`src/sv/swhc_pkg.sv`:
```
`timescale 1ns / 1ps
// shared types and constants for the sliding window hit counter
// no dependencies; every other file takes names from here by scope

package swhc_pkg;

  localparam int unsigned DefWindowLen = 256;
  localparam int unsigned StampW       = 31;
  localparam int unsigned CountW       = 32;

  localparam logic [CountW-1:0] CountMax = '1;

  localparam logic CmdHit   = 1'b0;
  localparam logic CmdQuery = 1'b1;

  typedef struct packed {
    logic [StampW-1:0] stamp;
    logic [CountW-1:0] count;
  } entry_t;

  typedef enum logic [2:0] {
    StClear,
    StIdle,
    StMod,
    StHitRd,
    StHitWr,
    StScan,
    StScanEnd,
    StEmit
  } state_e;

endpackage

```
`src/sv/swhc_slot_mod.sv`:
```
`timescale 1ns / 1ps
// reduction of a timestamp modulo the window length in two registered stages
// depends on swhc_pkg for the stamp width

module swhc_slot_mod #(
  parameter int unsigned WindowLen = swhc_pkg::DefWindowLen,
  localparam int unsigned IdxW = $clog2(WindowLen)
) (
  input  logic                         clk_i,
  input  logic                         rst_ni,
  input  logic                         start_i,
  input  logic [swhc_pkg::StampW-1:0]  dividend_i,
  output logic                         busy_o,
  output logic [IdxW-1:0]              rem_o
);

  // quotient by reciprocal multiplication, exact for every stamp value
  localparam int unsigned Shift  = swhc_pkg::StampW + IdxW;
  localparam int unsigned RecipW = swhc_pkg::StampW + 1;
  localparam int unsigned ProdW  = swhc_pkg::StampW + RecipW;
  localparam int unsigned QuotW  = ProdW - Shift;
  localparam logic [63:0] RecipWide =
    ((64'd1 << Shift) + 64'(WindowLen) - 64'd1) / 64'(WindowLen);
  localparam logic [RecipW-1:0] Recip = RecipW'(RecipWide);
  localparam logic [swhc_pkg::StampW-1:0] WinStamp = swhc_pkg::StampW'(WindowLen);

  localparam logic [1:0] StageNone = 2'd0;
  localparam logic [1:0] StageRem  = 2'd1;
  localparam logic [1:0] StageMul  = 2'd2;

  logic [swhc_pkg::StampW-1:0]  div_q, div_d;
  logic [QuotW-1:0]             quot_q, quot_d;
  logic [IdxW-1:0]              rem_q, rem_d;
  logic [1:0]                   stage_q, stage_d;
  logic [ProdW-1:0]             prod;
  logic [swhc_pkg::StampW-1:0]  back;
  logic [swhc_pkg::StampW-1:0]  rem_full;

  assign prod     = ProdW'(div_q) * ProdW'(Recip);
  assign back     = swhc_pkg::StampW'(quot_q) * WinStamp;
  assign rem_full = div_q - back;

  always_comb begin
    div_d   = div_q;
    quot_d  = quot_q;
    rem_d   = rem_q;
    stage_d = stage_q;
    if (start_i) begin
      div_d   = dividend_i;
      stage_d = StageMul;
    end else begin
      case (stage_q)
        StageMul: begin
          quot_d  = prod[ProdW-1:Shift];
          stage_d = StageRem;
        end
        StageRem: begin
          // remainder is below the window, so the low bits hold all of it
          rem_d   = rem_full[IdxW-1:0];
          stage_d = StageNone;
        end
        default: begin
        end
      endcase
    end
  end

  always_ff @(posedge clk_i or negedge rst_ni) begin
    if (!rst_ni) begin
      stage_q <= StageNone;
    end else begin
      stage_q <= stage_d;
    end
  end

  always_ff @(posedge clk_i) begin
    div_q  <= div_d;
    quot_q <= quot_d;
    rem_q  <= rem_d;
  end

  assign busy_o = (stage_q != StageNone);
  assign rem_o  = rem_q;

endmodule

```
`config.mk`:
```
export PLATFORM = sky130hd
export DESIGN_NAME = swhc_slot_mod
export DESIGN_NICKNAME = d
export VERILOG_FILES = /design/src/sv/swhc_pkg.sv /design/src/sv/swhc_slot_mod.sv
export SDC_FILE = /design/constraint.sdc
export NUM_CORES = 1
export LEC_CHECK = 0
export ABC_AREA = 1
export BUFFER_PORTS_ARGS = -buffer_cell sky130_fd_sc_hd__buf_4
export CAP_MARGIN = 30
export CORE_MARGIN = 2
export CORE_UTILIZATION = 37
export CTS_CLUSTER_DIAMETER = 120
export DETAILED_ROUTE_END_ITERATION = 7
export GPL_TIMING_DRIVEN = 0
export PLACE_DENSITY = 0.77
export SLEW_MARGIN = 20
export SYNTH_ARGS = -nofsm -noshare
export SYNTH_HDL_FRONTEND = slang
export SYNTH_SLANG_ARGS = --single-unit
```
`constraint.sdc`:
```
create_clock -name clk_i -period 1.55 [get_ports clk_i]
set_input_delay 0.31 -clock clk_i [delete_from_list [all_inputs] [get_ports clk_i]]
set_output_delay 0.31 -clock clk_i [all_outputs]
set_load 0.02 [all_outputs]
```
==> metrics, run 1 <==
outcome finished clean; Final Hold Fails 0; Top Usage Layer GRT met2; CP top delay family flip-flops; slowest stage cell, crit path dfrtp_1; post-synthesis net count 60; vias per inst ~4.3; die span in y approximately 43 µm; first-pass GRT wire length between 1000 and 1500 µm; number of antenna violations at the first check in global routing 0; Unique masters post-synth 6; startpoint types flop; fraction of layout cells with a size suffix above 1 0.4400; CTS Buffer Depth 2; register area share after synthesis 0.9422; met2 Track Usage GR 0.1636; total track usage 0.09558; Int Pwr slightly below 0.7 mW; Crit path arrival time roughly 1.1 ns; Diodes inserted 0; top cell type's share of synthesized area 0.8533; Syn Area/Cell 21.66 µm²; Worst EP required between 1 and 1.5 ns; fmax about 0.74 GHz; area leader, netlist edfxtp_1; sw frac 0.1849; placed cells 61; PwrDens between 1000 and 1500 nW/µm²; I/O pins 43; minimum clock period after layout 1.359 ns; CP cell instances or2_1 > buf_4; Worst R2R Path Depth 3; Worst-Margin Slew 0.6072 ns; Root Buffer clkbuf_4; Clock Latency Late Sink between 0.2 and 0.3 ns; dpl cell area roughly 730 µm²; stages on the worst setup path 2; Fin Setup TNS 0 ns; RSZ-0062 raised after global routing no; Port Buffer Count 19; Yosys reg bits 18; global routing met1 resource utilization 0.1003; Layout Skew 0.008354 ns; DR vias 286; clk sinks 18; Iteration-0 DRC Markers 3; core region area between 1000 and 1500 µm²; Cell Area, Synth 563.0 µm²; FP Rows 14; postcts setup bufs 0; Slew Limit Fails 0; period utilisation layout 0.8769; M3 GR Usage 0.03404; CTS H-tree depth 1; HP Class in2reg; Synth Instances 26; Post-Layout Cell Count 66; Die X 43.01 µm; WS Path Type reg2out; Yosys warning count 0; fin area between 700 and 800 µm²; worst-path fanout max 3; antenna-violating nets left 0; grt ovf 0; clock slew at reported path FFs roughly 0.090 ns; Clk pwr share 0.266; GPL Wtd Cong 0.6201; Critical path buffers and inverters 1; peak supply drop around 0.00058 V; CTS tree done; crit end category output port; DR WL/cell roughly 11 µm; sequential share of power 0.672; DRC 0; Worst Hold Depth 1; Logic pwr share 0.062; CTS buffer count 3; max_slew headroom 0.5937; final setup fails 0; Post-Route Utilization 0.5179; Detailed Route WL roughly 740 µm; Pre-antenna DRT Iters 4; largest net degree at the start of global routing 12; largest cells by area after synthesis edfxtp_1, dfrtp_1, nand2_1, inv_1, nor2_1; P&R area growth vs syn 35.33%; net switching power between 0.15 and 0.2 mW; CP max stage delay about 0.39 ns; vias in the first global route ~300; MaxCap Viol Count 0; P_leak about 0.31 nW; post-cts gate resize count 0; # nets final 85; Initial Util 0.3827; Die ar. about 1800 µm²; filler instances approximately 130
## what timing repair did
item,4_1_cts,5_1_grt
hold buffers,1,0
setup endpoints to repair,0,0
endpoints found under the hold margin,2,0
## final cells by class
class,count,area (µm²),share of cell area
multi-input cells,6,25.02,0.03284
flip-flops and latches,18,530.5,0.6962
repair buffers,20,152.6,0.2003
inverters,2,7.507,0.009852
clock buffers,4,26.28,0.03448
well taps,16,20.02,0.02627
## worst paths after layout
path / from / to / slack (ns)
max: stage_q[0] / busy_o / 0.19
max in group asynchronous: rst_ni / stage_q[1] / 1.11
min in group asynchronous: rst_ni / stage_q[0] / 0.35
max reg2reg: stage_q[1] / rem_o[1] / 0.21
min reg2reg: div_q[3] / rem_o[3] / 0.43
min: dividend_i[4] / div_q[4] / 0.20
## layout by cell type (no fill, tap or decap)
cell / netlist / final
buf_4: 0 / 19
clkbuf_1: 0 / 1
clkbuf_4: 0 / 3
dfrtp_1: 2 / 2
dlygate4sd3_1: 0 / 1
edfxtp_1: 16 / 16
inv_1: 2 / 2
nand2_1: 3 / 3
nor2_1: 2 / 2
or2_1: 1 / 1
## cell usage after synthesis
cell      number
nand2_1        3
inv_1          2
dfrtp_1        2
edfxtp_1      16
nor2_1         2
or2_1          1
## per-stage QoR
step / power, mW / hold WS (ns) / setup WS [ns]
after floorplan: 0.5904 / 0.01441 / 0.3418
after global placement: 0.6250 / 0.09250 / 0.2275
after detailed placement: 0.6285 / 0.09393 / 0.1723
after CTS: 0.8540 / 0.1875 / 0.1706
after global routing: 0.8795 / 0.1748 / 0.09310
final: 0.8409 / 0.1978 / 0.1908
## sequential cells by signal, summed over array words and instances, names as in the netlist
| signal | cells |
|---|---|
| div_q | 8 |
| rem_o | 8 |
| stage_q | 2 |
## metal layers
layer / part of all wire / vias to the layer above
met5: 0 / -
met4: 0 / 0
met3: 0.12 / 0
met2: 0.53 / 17
met1: 0.35 / 129
li1: - / 140
## cell families after synthesis
logic type    synth area share
flops                   0.9422
buf+inv                0.01334
simple gates           0.04446
## worst register-to-register path, stage by stage (launching register included)
cell	delay (ns)
dfrtp_1	0.39
inv_1	0.08
nand2_1	0.05
nor2_1	0.47
## power groups by stage
stage | Combinational (mW) | Sequential (mW) | Clock (mW)
floorplan | 0.0101 | 0.580 | 0
global placement | 0.0499 | 0.575 | 0
detailed placement | 0.0511 | 0.577 | 0
CTS | 0.0531 | 0.566 | 0.235
global route | 0.0574 | 0.568 | 0.254
finish | 0.0521 | 0.565 | 0.224
Note: power is estimated with default switching activity, not from simulation.
==> run 2: changes to the inputs <==
- ABC_AREA: 1 -> 0
==> metrics, run 2 <==
outcome finished clean; grt ovf 0; slowest stage cell, crit path dfrtp_1; DR vias 265; startpoint types flop; max_slew headroom 0.6084; top cells by count, synth edfxtp_1, dfrtp_1; Die ar. ~1900 µm²; most frequent cells in the layout buf_4, edfxtp_1, clkbuf_4; clock slew at reported path FFs 0.09 ns; Crit path arrival time about 1.1 ns; P_leak a little under 0.3 nW; Unique masters post-synth 6; GPL Wtd Cong around 0.66; Yosys warning count 0; CTS H-tree depth 1; Worst Setup EP busy_o; worst-path fanout max 4; minimum clock period after layout 1.384 ns; period utilisation layout 0.8930; fmax slightly above 0.7 GHz; WS Path Type reg2out; post-synthesis net count 56; die span in y roughly 43 µm; critical path launch point stage_q[1]; first-pass GRT wire length roughly 1200 µm; Worst EP required 1.24 ns; core region area approximately 1500 µm²; total track usage 0.09575; Final Hold Fails 0; vias in the first global route 287; CTS tree done; Syn Area/Cell around 26 µm²; largest cells by area after synthesis edfxtp_1, dfrtp_1, nor3b_2, a21o_2, nor2b_1; Post-synth EDFFs 16; dpl cell area roughly 730 µm²; Slew Limit Fails 0; R2R Setup Slk ~0.26 ns; RSZ-0062 raised after global routing no; fraction of layout cells with a size suffix above 1 0.5217; Cell Area, Synth between 500 and 600 µm²; largest net degree at the start of global routing 12; Worst R2R Path Depth 1; PwrDens between 1000 and 1500 nW/µm²; peak supply drop about 0.00063 V; Layout Skew 0.0005983 ns; Clock Latency Late Sink roughly 0.28 ns; register area share after synthesis 0.9401; FP Rows 14; Pre-antenna DRT Iters 4; DRC 0; hold path startpoint dividend_i[4]; area leader, netlist edfxtp_1; Die X 43.05 µm; Diodes inserted 0; final setup fails 0; Critical path buffers and inverters 1; CP max stage delay roughly 0.42 ns; post-synthesis xor/xnor area fraction 0; MaxCap Viol Count 0; DR WL/cell roughly 12 µm; Post-Synth Adder-Cell Area 0; most common cell in the netlist edfxtp_1; antenna-violating nets left 0; largest family of logic cells by synthesized area simple AND/OR/NAND/NOR gates; Worst Hold Depth 1; CP cell instances or2_1 > buf_4; Post-synth top flop edfxtp_1; crit end category output port; Detailed Route WL about 770 µm; HP Class in2reg; worst reg2reg endpoint rem_o[4]; commonest non-fill, non-tap cell in the layout buf_4; number of antenna violations at the first check in global routing 0; fin area about 760 µm²; compound-gate portion of the synthesized area 0.01552; clk sinks 18; CTS buffer count 3; Min Hold Slack 0.1988 ns; Fin Setup TNS 0 ns; P&R area growth vs syn 35.26%; Yosys reg bits 18; Worst-Margin Slew ~0.6 ns; top cell type's share of synthesized area 0.8514; Iteration-0 DRC Markers 8; mux cell area share after synthesis 0; Initial Util 0.3835; post-synthesis simple-gate area fraction 0.04435; vias per inst about 4.3; # nets final about 80; Root Buffer clkbuf_4; Port Buffer Count 19; CP top delay family flip-flops; RR Startpoint stage_q[1]; asr flop ratio synth 0.1111; I/O pins 43; CTS Buffer Depth 2; stages on the worst setup path 2; Synth Instances 22
==> run 2: cell types whose count changed after synthesis <==
cell and change:
nand2_1 -3, inv_1 -2, nor3b_2 +1, nor2_1 -2, a21o_2 +1, nor2b_1 +1
==> run 2: repair_timing <==
item | CTS | global route
buffers inserted | 0 | 0
hold buffers | 1 | 0
resized for setup | 0 | 0
hold endpoints to repair | 2 | 0
==> run 2: routing by layer <==
metal | share of wire | track usage | wire length [µm] | vias up
li1 | - | - | - | 131
met1 | 0.37 | 0.1037 | 288 | 117
met2 | 0.50 | 0.1545 | 384 | 17
met3 | 0.13 | 0.05532 | 99 | 0
met4 | 0 | 0.03636 | 0 | 0
met5 | 0 | 0 | 0 | -
==> run 2: area by class of cell <==
| class | instances | area, µm² |
|---|---|---|
| clock inverter | 1 | 3.754 |
| timing repair buffer | 20 | 152.6 |
| sequential | 18 | 530.5 |
| fill | 124 | 708.2 |
| tap | 16 | 20.02 |
| multi-input combinational | 4 | 33.78 |
| clock buffer | 3 | 22.52 |
==> run 2: stage by stage <==
stage | setup slack [ns] | power, mW | instances | utilization
floorplan | 0.3841 | 0.5898 | 22 | -
global placement | 0.1740 | 0.6242 | 57 | 0.4940
detailed placement | 0.1671 | 0.6278 | 57 | 0.4940
CTS | 0.1606 | 0.8495 | 62 | 0.5187
global route | 0.1213 | 0.8813 | 62 | 0.5187
finish | 0.1658 | 0.8425 | 62 | 0.5187
==> run 2: worst min path at each step <==
stage / end / slack (ns)
final: div_q[4] / 0.20
after global routing: div_q[6] / 0.18
after CTS: div_q[6] / 0.19
after detailed placement: stage_q[0] / 0.1
after global placement: stage_q[1] / 0.09
after floorplan: stage_q[0] / 0.01
==> run 2: cell families (layout without fill, tap and decap cells) <==
family                 count (synthesis)  in the layout
AOI/OAI and AO/OA                      1              1
buffers and inverters                  0             24
DFF                                   18             18
and+or+nand+nor                        3              3
==> run 2: power by group <==
part | switching (mW) | total (mW) | internal (mW)
Clock | 0.131 | 0.224 | 0.0933
Sequential | 0.00920 | 0.567 | 0.558
Combinational | 0.0227 | 0.0519 | 0.0292
Total | 0.163 | 0.843 | 0.680
